`config.mk`:
```
export PLATFORM = sky130hd
export DESIGN_NAME = dpa_queue
export DESIGN_NICKNAME = d
export VERILOG_FILES = /design/src/sv/dpa_pkg.sv /design/src/sv/dpa_queue.sv
export SDC_FILE = /design/constraint.sdc
export NUM_CORES = 1
export LEC_CHECK = 0
export ABC_AREA = 1
export BUFFER_PORTS_ARGS = -buffer_cell sky130_fd_sc_hd__buf_2
export CORE_MARGIN = 5
export CORE_UTILIZATION = 50
export CTS_CLUSTER_SIZE = 25
export DETAILED_ROUTE_END_ITERATION = 16
export GPL_TIMING_DRIVEN = 0
export PLACE_DENSITY = 0.71
export SLEW_MARGIN = 20
export SYNTH_ARGS = -nofsm -noshare
export SYNTH_HDL_FRONTEND = slang
export SYNTH_SLANG_ARGS = --single-unit
```
`constraint.sdc`:
```
create_clock -name clock -period 4.2 [get_ports clock]
set_input_delay 0.42 -clock clock [delete_from_list [all_inputs] [get_ports clock]]
set_output_delay 0.42 -clock clock [all_outputs]
set_load 0.1 [all_outputs]
```
`src/sv/dpa_pkg.sv`:
```
// ----------------------------------------------------------------------------
// dpa_pkg
// Shared constants, types and lane arithmetic helpers for the dot-product
// accumulator.
// ----------------------------------------------------------------------------
package dpa_pkg;

   // Datapath sizing
   localparam int LANE_COUNT   = 8;
   localparam int INPUT_BITS   = 8;
   localparam int ACC_BITS     = 32;
   // Entry count is a power of two; the address is reduced by its low bits
   localparam int ENTRY_COUNT  = 512;

   // Fixed port widths
   localparam int VECTOR_BITS  = 64;
   localparam int PSUM_BITS    = 32;
   localparam int RESULT_BITS  = 32;
   localparam int ADDR_IN_BITS = 9;

   // Derived widths
   localparam int ADDR_BITS    = $clog2(ENTRY_COUNT);
   localparam int PROD_BITS    = 2 * INPUT_BITS;

   // Queue between front and back
   localparam int QUEUE_DEPTH  = 4;
   localparam int QPTR_BITS    = $clog2(QUEUE_DEPTH);

   typedef logic [ACC_BITS-1:0]           acc_type;
   typedef logic signed [PROD_BITS-1:0]   prod_type;
   typedef logic signed [INPUT_BITS-1:0]  lane_type;
   typedef logic [ADDR_BITS-1:0]          index_type;

   // One classified transaction waiting for the accumulator update
   typedef struct packed {
      acc_type   total;
      index_type index;
      logic      accumulate;
      logic      final_item;
   } job_type;

   // Back-end status seen by the front end
   typedef struct packed {
      logic clearing;
   } back_status_type;

   typedef enum logic [1:0] {
      BACK_CLEAR,
      BACK_IDLE,
      BACK_UPDATE
   } back_state_type;

   // Lane of a packed word; bits beyond the word read as zero
   function automatic lane_type lane_value(input logic [VECTOR_BITS-1:0] word,
                                           input int lane);
      lane_type v;
      int       pos;
      v = '0;
      for (int j = 0; j < INPUT_BITS; j++) begin
         pos = lane * INPUT_BITS + j;
         if (pos < VECTOR_BITS) begin
            v[j] = word[pos];
         end
      end
      return v;
   endfunction

   // Sign-extend or truncate a product to accumulator width
   function automatic acc_type extend_product(input prod_type p);
      acc_type r;
      for (int j = 0; j < ACC_BITS; j++) begin
         if (j < PROD_BITS) begin
            r[j] = p[j];
         end else begin
            r[j] = p[PROD_BITS-1];
         end
      end
      return r;
   endfunction

   // Sign-extend or truncate the partial sum to accumulator width
   function automatic acc_type extend_psum(input logic [PSUM_BITS-1:0] p);
      acc_type r;
      for (int j = 0; j < ACC_BITS; j++) begin
         if (j < PSUM_BITS) begin
            r[j] = p[j];
         end else begin
            r[j] = p[PSUM_BITS-1];
         end
      end
      return r;
   endfunction

   // Low result bits of an entry, zero-filled when the entry is narrower
   function automatic logic [RESULT_BITS-1:0] to_result(input acc_type v);
      logic [RESULT_BITS-1:0] r;
      for (int j = 0; j < RESULT_BITS; j++) begin
         if (j < ACC_BITS) begin
            r[j] = v[j];
         end else begin
            r[j] = 1'b0;
         end
      end
      return r;
   endfunction

endpackage

```
`src/sv/dpa_queue.sv`:
```
// ----------------------------------------------------------------------------
// dpa_queue
// Small first-in first-out queue of jobs between front and back ends.
// ----------------------------------------------------------------------------
module dpa_queue (
   input  logic             clock,
   input  logic             reset,
   input  logic             push_valid,
   output logic             push_ready,
   input  dpa_pkg::job_type push_data,
   output logic             pop_valid,
   input  logic             pop_ready,
   output dpa_pkg::job_type pop_data
);
   import dpa_pkg::*;

   job_type              slot_ff [QUEUE_DEPTH];
   logic [QPTR_BITS-1:0] wr_ptr_ff, wr_ptr_in;
   logic [QPTR_BITS-1:0] rd_ptr_ff, rd_ptr_in;
   logic [QPTR_BITS:0]   count_ff, count_in;
   logic                 push, pop;

   assign push_ready = (count_ff != (QPTR_BITS+1)'(QUEUE_DEPTH));
   assign pop_valid  = (count_ff != '0);
   assign push       = push_valid && push_ready;
   assign pop        = pop_valid && pop_ready;
   assign pop_data   = slot_ff[rd_ptr_ff];

   // Pointer and occupancy update
   always_comb begin
      wr_ptr_in = push ? wr_ptr_ff + 1'b1 : wr_ptr_ff;
      rd_ptr_in = pop  ? rd_ptr_ff + 1'b1 : rd_ptr_ff;
      count_in  = count_ff;
      if (push && !pop) begin
         count_in = count_ff + 1'b1;
      end else if (pop && !push) begin
         count_in = count_ff - 1'b1;
      end
   end

   always_ff @(posedge clock) begin
      if (reset) begin
         wr_ptr_ff <= '0;
         rd_ptr_ff <= '0;
         count_ff  <= '0;
      end else begin
         wr_ptr_ff <= wr_ptr_in;
         rd_ptr_ff <= rd_ptr_in;
         count_ff  <= count_in;
      end
   end

   always_ff @(posedge clock) begin
      if (push) begin
         slot_ff[wr_ptr_ff] <= push_data;
      end
   end

endmodule

```
==> reports/results.txt <==
Worst Path Arrival = 2.30 ns
TritonCTS buffer count = 17
Routability Congestion = 0.783
Die X = 127 um
Vias per cell = 5.57
CTS root buffer = clkbuf_16
Final min period = 2.72 ns
Post-synthesis sequential area ratio = 78.2%
Post-synth top flop = edfxtp_1
Number of synthesized flops with an enable pin = 172
Clock buffer depth = 2
Post-cts repair resize count = 0
Largest net degree at the start of global routing = 24
Wire length on met2 = 7.26 mm
# hold bufs at CTS = 0
Reg2reg path depth = 13
Netlist cell types = 19
Mux contribution to synthesized area = 0%
Nets = 652
Layout cells sized above 1 = 24.3%
Initial Util = 51.2%
Flop-to-flop setup slack = 2.03 ns
Status = completed
Post-synth top area share = 75.6%
DP Wirelength = 9.31 mm
Post-synth top area cell = edfxtp_1
Worst Hold End = slot_ff[2][9]$_DFFE_PP_
Post-synthesis simple-gate area fraction = 6.72%
Most area-consuming cells after synthesis = edfxtp_1, o21ai_0, nor2_1
Power per cell area = 805 nW/um2
Antenna viol nets, final = 0
CP required = 3.78 ns
Crit-path slowest cell = buf_2
Hold path depth = 1
Area Growth Syn to Fin = 21.7%
Slew HR = 50.5%
Row count = 42
Wire per inst = 19.0 um
Die height = 127 um
Post-CTS setup buffers = 0
Initial antenna violation count = 2
Cell Chain, Critical Path = inv_2 > clkbuf_1 > o21ai_0 > o22ai_1 > buf_2
Drt first pass iters = 7
CTS clk-pin slew, worst paths = 0.06 ns
WL final = 15.0 mm
First-pass GRT wire length = 23.3 mm
#FFs+latches synth = 181
Final period util = 64.8%
Fin. Hold Viols = 0
Initial drt markers = 315
Overflow after GRT = 0
Placed cell count = 756
CP Class = reg2out
Antenna Cells = 0
Synth Area in Compound Gates = 10.5%
Yosys warns = 0
Max-slew violations = 0
Vias = 4,387
Hold/Removal Path Class = in2reg
RSZ-0062 raised after global routing = no
Synth Instances = 483
Finished Layout Cells = 788
Leakage power = 2.99 nW
HP Start = push_data[9]
CTS tree = built
Synth Cell Area = 6840 um2
Worst-path maximum fanout = 10
FF-to-FF End = count_ff[2]$_SDFFE_PP0P_
Synth Area in XOR/XNOR = 0.128%
Critical path buffers and inverters = 3
Crit. End Element = output pin
Highest routed metal layer = met5
CP peak stage delay = 0.46 ns
# H-tree levels = 4
Worst VDD drop = 0.637 mV
DR DRC count = 0
Largest family of logic cells by synthesized area = compound AO/OA/AOI/OAI gates
Max Freq = 368 MHz
Total track usage = 19.1%
Core footprint = 13,300 um2
Post-Syn Nets = 536
Kind of start point of the critical path = register
PortBufs = 91
Worst slack at placement = 1.91 ns
Synth Area in Adders = 1.21%
Setup WS post-layout = 1.48 ns
# setup viols final = 0
MaxCap Viol Count = 0
Worst-skew pair later-pin latency = 0.43 ns
CTS Sinks = 181
# IOs = 92
WL met3 = 1.18 mm
WL met1 = 6.31 mm
Cell family contributing the most delay on the critical path = buffers and inverters
DIE AREA = 16,100 um2
Synth top cells by count = edfxtp_1, nor2_1, o21ai_0, o22ai_1, nand2_1
Final Skew = 0.00982 ns
Slew @ Worst Pin = 0.740 ns
Mean Syn Cell Area = 14.2 um2
Most frequent cell after synthesis = edfxtp_1
Ys async rst share = 0%
FF-to-FF Start = count_ff[0]$_SDFFE_PP0P_
Vias in the first global route = 4,471
-- routing by layer --
| layer | vias to the layer above | global-route usage [%] |
|---|---|---|
| met5 | - | 0 |
| met2 | 196 | 30.9 |
| met4 | 4 | 6.56 |
| met1 | 2148 | 24.6 |
| li1 | 2017 | - |
| met3 | 22 | 6.18 |
-- report_power, final --
group / internal, W / switching [W]
clock network: 0.00100 / 0.000664
registers: 0.00219 / 0.0000623
logic: 0.000468 / 0.00231
total: 0.00366 / 0.00303
-- cell families after synthesis --
logic type      Yosys count
flops                   181
simple gates            120
compound gates          133
buf+inv                  42
fa+ha+maj                 6
xor+xnor                  1
-- through the flow --
stage	instance area, um2	util [%]	total power [W]	hold WS, ns	setup TNS (ns)
after floorplan	6840	-	0.00449	0.459	0
after global placement	7510	56.3	0.00499	0.485	-25.15
after detailed placement	7690	57.6	0.00508	0.508	0
after CTS	8320	62.3	0.00675	0.187	0
after global routing	8320	62.3	0.00695	0.195	0
final	8320	62.3	0.00670	0.205	0
-- sequential cells by signal, indices dropped and copies added (netlist names), named ones only --
signal     count
slot_ff      172
rd_ptr_ff      2
wr_ptr_ff      2
count_ff       3
-- worst max path at each step --
stage,to,slack (ns),cells after the start
floorplan,slot_ff[0][0]$_DFFE_PP_,0.49,4
global placement,slot_ff[3][26]$_DFFE_PP_,-0.17,4
detailed placement,pop_data[37],1.91,5
CTS,pop_data[37],1.45,5
global route,pop_data[30],1.34,5
finish,pop_data[21],1.48,5
-- placed cells by master, fill, tap and decap left out, types with 7 or more instances in the layout --
cell	count
clkbuf_16	17
dfxtp_1	9
o21ai_1	7
nand2_1	15
o22ai_1	43
clkbuf_1	12
edfxtp_1	172
buf_2	96
inv_1	14
nor2_1	96
o21ai_0	80
-- layout make-up --
class	count	area, um2
Clock inverter	14	201
Sequential cell	181	5350
Multi-Input combinational cell	260	1300
Inverter	16	60.1
Fill cell	1032	5030
Buffer	26	160
Clock buffer	18	429
Tap cell	176	220
Timing Repair Buffer	97	606
Power figures use the tool's default switching activity.
