$ cat src/sv/dpa_pkg.sv
// ----------------------------------------------------------------------------
// dpa_pkg
// Shared constants, types and lane arithmetic helpers for the dot-product
// accumulator.
// ----------------------------------------------------------------------------
package dpa_pkg;

   // Datapath sizing
   localparam int LANE_COUNT   = 8;
   localparam int INPUT_BITS   = 8;
   localparam int ACC_BITS     = 32;
   // Entry count is a power of two; the address is reduced by its low bits
   localparam int ENTRY_COUNT  = 512;

   // Fixed port widths
   localparam int VECTOR_BITS  = 64;
   localparam int PSUM_BITS    = 32;
   localparam int RESULT_BITS  = 32;
   localparam int ADDR_IN_BITS = 9;

   // Derived widths
   localparam int ADDR_BITS    = $clog2(ENTRY_COUNT);
   localparam int PROD_BITS    = 2 * INPUT_BITS;

   // Queue between front and back
   localparam int QUEUE_DEPTH  = 4;
   localparam int QPTR_BITS    = $clog2(QUEUE_DEPTH);

   typedef logic [ACC_BITS-1:0]           acc_type;
   typedef logic signed [PROD_BITS-1:0]   prod_type;
   typedef logic signed [INPUT_BITS-1:0]  lane_type;
   typedef logic [ADDR_BITS-1:0]          index_type;

   // One classified transaction waiting for the accumulator update
   typedef struct packed {
      acc_type   total;
      index_type index;
      logic      accumulate;
      logic      final_item;
   } job_type;

   // Back-end status seen by the front end
   typedef struct packed {
      logic clearing;
   } back_status_type;

   typedef enum logic [1:0] {
      BACK_CLEAR,
      BACK_IDLE,
      BACK_UPDATE
   } back_state_type;

   // Lane of a packed word; bits beyond the word read as zero
   function automatic lane_type lane_value(input logic [VECTOR_BITS-1:0] word,
                                           input int lane);
      lane_type v;
      int       pos;
      v = '0;
      for (int j = 0; j < INPUT_BITS; j++) begin
         pos = lane * INPUT_BITS + j;
         if (pos < VECTOR_BITS) begin
            v[j] = word[pos];
         end
      end
      return v;
   endfunction

   // Sign-extend or truncate a product to accumulator width
   function automatic acc_type extend_product(input prod_type p);
      acc_type r;
      for (int j = 0; j < ACC_BITS; j++) begin
         if (j < PROD_BITS) begin
            r[j] = p[j];
         end else begin
            r[j] = p[PROD_BITS-1];
         end
      end
      return r;
   endfunction

   // Sign-extend or truncate the partial sum to accumulator width
   function automatic acc_type extend_psum(input logic [PSUM_BITS-1:0] p);
      acc_type r;
      for (int j = 0; j < ACC_BITS; j++) begin
         if (j < PSUM_BITS) begin
            r[j] = p[j];
         end else begin
            r[j] = p[PSUM_BITS-1];
         end
      end
      return r;
   endfunction

   // Low result bits of an entry, zero-filled when the entry is narrower
   function automatic logic [RESULT_BITS-1:0] to_result(input acc_type v);
      logic [RESULT_BITS-1:0] r;
      for (int j = 0; j < RESULT_BITS; j++) begin
         if (j < ACC_BITS) begin
            r[j] = v[j];
         end else begin
            r[j] = 1'b0;
         end
      end
      return r;
   endfunction

endpackage

$ cat src/sv/dpa_front.sv
// ----------------------------------------------------------------------------
// dpa_front
// Input stage: takes a transaction, registers the lane products, then sums
// them with the optional partial sum and hands the job to the queue.
// ----------------------------------------------------------------------------
module dpa_front (
   input  logic                                   clock,
   input  logic                                   reset,
   input  logic                                   req_valid,
   output logic                                   req_ready,
   input  logic [dpa_pkg::VECTOR_BITS-1:0]        req_vector_a,
   input  logic [dpa_pkg::VECTOR_BITS-1:0]        req_vector_b,
   input  logic signed [dpa_pkg::PSUM_BITS-1:0]   req_partial_sum,
   input  logic [dpa_pkg::ADDR_IN_BITS-1:0]       req_entry_address,
   input  logic                                   req_accumulate,
   input  logic                                   req_reduce_enable,
   input  logic                                   req_final_item,
   input  dpa_pkg::back_status_type               status,
   output logic                                   job_valid,
   input  logic                                   job_ready,
   output dpa_pkg::job_type                       job
);
   import dpa_pkg::*;

   logic      accept;
   logic      s1_valid_ff, s1_valid_in;
   prod_type  prod_ff [LANE_COUNT];
   prod_type  prod_in [LANE_COUNT];
   acc_type   psum_ff, psum_in;
   index_type index_ff, index_in;
   logic      accumulate_ff, accumulate_in;
   logic      final_ff, final_in;
   acc_type   total;
   lane_type  lane_a [LANE_COUNT];
   lane_type  lane_b [LANE_COUNT];

   // Hold off while the accumulator file is being cleared
   assign req_ready = !status.clearing && (!s1_valid_ff || job_ready);
   assign accept    = req_valid && req_ready;

   // Lane products and captured fields
   always_comb begin
      for (int i = 0; i < LANE_COUNT; i++) begin
         lane_a[i]  = lane_value(req_vector_a, i);
         lane_b[i]  = lane_value(req_vector_b, i);
         prod_in[i] = accept ? lane_a[i] * lane_b[i] : prod_ff[i];
      end
      psum_in       = accept ? (req_reduce_enable ? extend_psum(req_partial_sum) : '0)
                             : psum_ff;
      index_in      = accept ? ADDR_BITS'(req_entry_address) : index_ff;
      accumulate_in = accept ? req_accumulate : accumulate_ff;
      final_in      = accept ? req_final_item : final_ff;
      s1_valid_in   = accept ? 1'b1 : (job_ready ? 1'b0 : s1_valid_ff);
   end

   always_ff @(posedge clock) begin
      if (reset) begin
         s1_valid_ff <= 1'b0;
      end else begin
         s1_valid_ff <= s1_valid_in;
      end
   end

   always_ff @(posedge clock) begin
      prod_ff       <= prod_in;
      psum_ff       <= psum_in;
      index_ff      <= index_in;
      accumulate_ff <= accumulate_in;
      final_ff      <= final_in;
   end

   // Sum of products plus partial sum, wrapping at accumulator width
   always_comb begin
      total = psum_ff;
      for (int i = 0; i < LANE_COUNT; i++) begin
         total = total + extend_product(prod_ff[i]);
      end
   end

   assign job_valid      = s1_valid_ff;
   assign job.total      = total;
   assign job.index      = index_ff;
   assign job.accumulate = accumulate_ff;
   assign job.final_item = final_ff;

endmodule

$ cat config.mk
export PLATFORM = sky130hd
export DESIGN_NAME = dpa_front
export DESIGN_NICKNAME = d
export VERILOG_FILES = /design/src/sv/dpa_pkg.sv /design/src/sv/dpa_front.sv
export SDC_FILE = /design/constraint.sdc
export NUM_CORES = 2
export LEC_CHECK = 0
export BUFFER_PORTS_ARGS = -buffer_cell sky130_fd_sc_hd__buf_2
export CAP_MARGIN = 0
export CORE_ASPECT_RATIO = 1.5
export CORE_MARGIN = 10
export CORE_UTILIZATION = 58
export DETAILED_ROUTE_END_ITERATION = 16
export PLACE_DENSITY = 0.85
export SYNTH_ARGS = -nofsm -noshare
export SYNTH_HDL_FRONTEND = slang
export SYNTH_SLANG_ARGS = --single-unit
$ cat constraint.sdc
create_clock -name clock -period 5.15 [get_ports clock]
set_clock_uncertainty 0.1 [all_clocks]
set_input_delay 0.515 -clock clock [delete_from_list [all_inputs] [get_ports clock]]
set_output_delay 0.515 -clock clock [all_outputs]
set_load 0.02 [all_outputs]
==> results.py <==
metrics = {
    "floorplan": {
        "effective_utilization_at_floorplan": 0.586,
        "ioPinCount": 222,
        "core_area_um2": 52700,
        "die_width_um": 208,
        "core.rowCount": 103,
        "die_area_um2": 63100,
        "die_h_um": 303,
    },
    "global_route": {
        "grt.total_usage": 0.248,
        "maximum_number_of_pins_on_one_net_before_global_route_repair": 113,
        "antenna_found_initial": 8,
        "grt_util_met1": 0.263,
        "grt-busiest-layer": "met2",
        "use_met3": 0.0321,
        "grt_pass1_wl_mm": 124,
        "globalRouteOverflowTotal": 0,
        "globalRouteMet2Util": 0.473,
        "first_global_vias": 24561,
    },
    "hold_path": {
        "hold_class": "in2reg",
        "hold_depth": 2,
        "hold_path_startpoint": "reset",
        "hold_path_end": "job_valid$_SDFFE_PP0P_",
    },
    "sta": {
        "setup_repair_after_global_routing_missed_its_margin": "yes",
        "timing.final.hold_violations": 0,
        "finalWorstPathRequiredPeriod_ns": 5.86,
        "maxClockFrequency_mhz": 171,
        "fin_ws_ns": -0.713,
        "whs_ns": 0.112,
        "report.final.slew_viol_count": 0,
        "min_period_over_period": 1.14,
        "worst_slew_pin_slew_ns": 1.12,
        "slew_headroom": 0.255,
        "setup_viol": 23,
    },
    "cts": {
        "cts.sink_count": 172,
        "clk_root_buffer_cell": "sky130_fd_sc_hd__clkbuf_16",
        "cts.hold.buffers_added": 0,
        "clkSlewWorstSetupHoldPaths_ns": 0.07,
        "clk_latency_ns": 0.45,
        "cts_tree": "built",
        "cts_made_buffers": 17,
        "cts_max_level": 4,
        "clock_path_buffers": 2,
    },
    "logic_synthesis": {
        "postSynth.topFlopCell": "sky130_fd_sc_hd__edfxtp_1",
        "synth_sequential_area_ratio": 0.167,
        "register_bit_total_from_synthesis": 172,
        "fraction_of_registers_with_async_set_or_reset_after_synthesis": 0,
        "synthesis.nets": 4090,
        "synth-edff-count": 171,
        "yosysWarningCount": 0,
        "avgSynthCellArea_um2": 10.2,
        "ys_types": 65,
        "synthesis.instances": 3038,
        "synth.cell_area_um2": 30900,
    },
    "place": {
        "place_congestion": 0.942,
        "place.port_buffers": 221,
        "post-place-cells": 4026,
        "dp.final_hpwl_mm": 63.9,
        "dpl_cell_area_um2": 33600,
    },
    "routing": {
        "avgRoutedWirePerCell_um": 19.0,
        "route.detailed.drc": 0,
        "dr.first_iter.drc_count": 1119,
        "detail_route.first_pass.iterations": 5,
        "detailroute.via_count": 22010,
        "totalWireLength_mm": 77.4,
        "ant_nets": 0,
        "drt-vias-per-instance": 5.39,
    },
    "critical_path": {
        "cp.arrival_ns": 5.25,
        "critical_path.reg2reg.endpoint": "prod_ff[57]$_DFFE_PP_",
        "worstSetupEndpointType": "primary output",
        "timing.setup.critical_path_class": "reg2out",
        "critical_path.max_fanout": 5,
        "worst-endpoint-required_ns": 4.53,
        "reg2reg_slack_ns": 2.58,
        "rr_startpoint": "job_valid$_SDFFE_PP0P_",
        "worst_r2r_path_cells": 5,
        "type_of_origin_of_the_critical_path": "register",
    },
    "layout": {
        "nets": 4434,
        "layout_overhead_on_the_synthesized_area_pct": 13.6,
        "layout.cells.most_common": "sky130_fd_sc_hd__inv_1",
        "final_area_um2": 35100,
        "share_of_final_layout_standard_cells_stronger_than_drive_strength_1": 0.144,
        "top_library_cells_by_usage_in_the_layout_fill_and_taps_aside": "sky130_fd_sc_hd__inv_1 (818), sky130_fd_sc_hd__fa_1 (603), sky130_fd_sc_hd__and2_1 (374)",
        "non_filler_instances": 4082,
    },
    "outcome": {
        "run_status": "finished, violations left",
        "failed_checks": "setup timing",
    },
    "flow_run": {
        "max_cap_viol_count": 0,
    },
}
## stage by stage
step / TNS (ns) / utilization / setup WS [ns]
3_3_place_gp: -1.91 / 0.638 / -0.243
6_report: -11.55 / 0.665 / -0.713
3_5_place_dp: -3.60 / 0.638 / -0.379
5_1_grt: -13.98 / 0.665 / -0.817
4_1_cts: -8.21 / 0.660 / -0.632
2_1_floorplan: -0.853 / - / -0.254
## critical path, cell delays in order, from the launching register on
cell                       delay (ns)
sky130_fd_sc_hd__edfxtp_1        0.44
sky130_fd_sc_hd__fa_2            0.62
sky130_fd_sc_hd__fa_1            0.48
sky130_fd_sc_hd__fa_1            0.57
sky130_fd_sc_hd__inv_1           0.06
sky130_fd_sc_hd__fa_1            0.47
sky130_fd_sc_hd__inv_1           0.05
sky130_fd_sc_hd__ha_1            0.40
sky130_fd_sc_hd__and3_4          0.23
sky130_fd_sc_hd__buf_4           0.13
sky130_fd_sc_hd__nand3b_1        0.11
sky130_fd_sc_hd__o32a_1          0.25
sky130_fd_sc_hd__a31oi_4         0.30
sky130_fd_sc_hd__buf_6           0.14
sky130_fd_sc_hd__nand2_2         0.06
sky130_fd_sc_hd__a21oi_4         0.18
sky130_fd_sc_hd__xnor2_2         0.13
sky130_fd_sc_hd__buf_4           0.16
## worst max path at each step
stage / start / endpoint / slack, ns / cells after the start
after global placement: prod_ff[98]$_DFFE_PP_ / job[29] / -0.24 / 15
after CTS: prod_ff[47]$_DFFE_PP_ / job[41] / -0.63 / 16
after global routing: prod_ff[15]$_DFFE_PP_ / job[39] / -0.82 / 18
after detailed placement: prod_ff[97]$_DFFE_PP_ / job[29] / -0.38 / 15
after floorplan: prod_ff[63]$_DFFE_PP_ / job[41] / -0.25 / 15
final: prod_ff[108]$_DFFE_PP_ / job[39] / -0.71 / 17
## flip-flops by register name, indices dropped and copies added, names as in the netlist
register and count:
accumulate_ff 1, final_ff 1, index_ff 9, job_valid 1, prod_ff 128, psum_ff 32
## logic make-up (layout without fill, tap and decap cells)
logic type | count (synthesis) | in the layout | synth area share
buf+inv | 851 | 1208 | 0.104
fa+ha+maj | 875 | 875 | 0.503
compound gates | 226 | 226 | 0.0490
xor+xnor | 153 | 153 | 0.0434
other cells | 0 | 5 | 0
mux | 2 | 2 | 0.000729
simple gates | 759 | 759 | 0.133
flops | 172 | 172 | 0.167
## what timing repair did
item | in CTS | in global routing
resized for setup | 121 | 43
pin swaps | 63 | 46
buffers inserted | 12 | 12
endpoints found under the setup margin | 26 | 26
## metal layers
layer  vias to the layer above  wire, µm  share of wire
met2                       709     42800           0.55
li1                       9858         -              -
met1                     11219     26600           0.34
met4                         4      4310          0.056
met3                       220      3660          0.047
met5                         -        23        0.00030
## area by class of cell
| class | count | area [µm²] |
|---|---|---|
| Multi-Input combinational cell | 2015 | 23200 |
| Fill cell | 3856 | 17600 |
| Sequential cell | 172 | 5150 |
| Inverter | 840 | 3160 |
| Timing Repair Buffer | 336 | 2130 |
| Tap cell | 682 | 853 |
| Clock buffer | 18 | 429 |
| Clock inverter | 14 | 151 |
| Antenna cell | 5 | 12.5 |
## synthesized netlist by cell type (3+ instances only)
master	number	area (µm²)
sky130_fd_sc_hd__a31oi_1	5	31.3
sky130_fd_sc_hd__xor2_1	29	254
sky130_fd_sc_hd__nand4_1	4	25.0
sky130_fd_sc_hd__edfxtp_1	171	5130
sky130_fd_sc_hd__nand3b_1	7	52.6
sky130_fd_sc_hd__nand3_1	11	55.1
sky130_fd_sc_hd__o311ai_0	4	35.0
sky130_fd_sc_hd__or4_1	3	22.5
sky130_fd_sc_hd__nor2b_1	23	144
sky130_fd_sc_hd__or2_2	7	43.8
sky130_fd_sc_hd__inv_1	840	3150
sky130_fd_sc_hd__clkbuf_1	5	18.8
sky130_fd_sc_hd__a311o_1	5	50.1
sky130_fd_sc_hd__a211oi_1	8	60.1
sky130_fd_sc_hd__o21bai_1	3	22.5
sky130_fd_sc_hd__fa_1	609	12200
sky130_fd_sc_hd__o21a_1	5	37.5
sky130_fd_sc_hd__nor3_1	25	125
sky130_fd_sc_hd__and3_1	5	31.3
sky130_fd_sc_hd__nor4_1	4	25.0
sky130_fd_sc_hd__o211ai_1	9	67.6
sky130_fd_sc_hd__nand2_1	170	638
sky130_fd_sc_hd__a21o_1	26	195
sky130_fd_sc_hd__or3_1	6	37.5
sky130_fd_sc_hd__a22oi_1	4	30.0
sky130_fd_sc_hd__a2111oi_0	6	52.6
sky130_fd_sc_hd__and2_1	374	2340
sky130_fd_sc_hd__a21boi_0	8	60.1
sky130_fd_sc_hd__nand2b_1	41	257
sky130_fd_sc_hd__ha_1	266	3330
sky130_fd_sc_hd__a21oi_1	62	310
sky130_fd_sc_hd__a311oi_1	4	35.0
sky130_fd_sc_hd__o21ai_0	50	250
sky130_fd_sc_hd__xnor2_1	124	1090
sky130_fd_sc_hd__o31a_1	3	26.3
sky130_fd_sc_hd__nor2_1	74	278
Power is not shown: default switching activity piles up to over one toggle a cycle in this logic, so the estimate is an artifact.
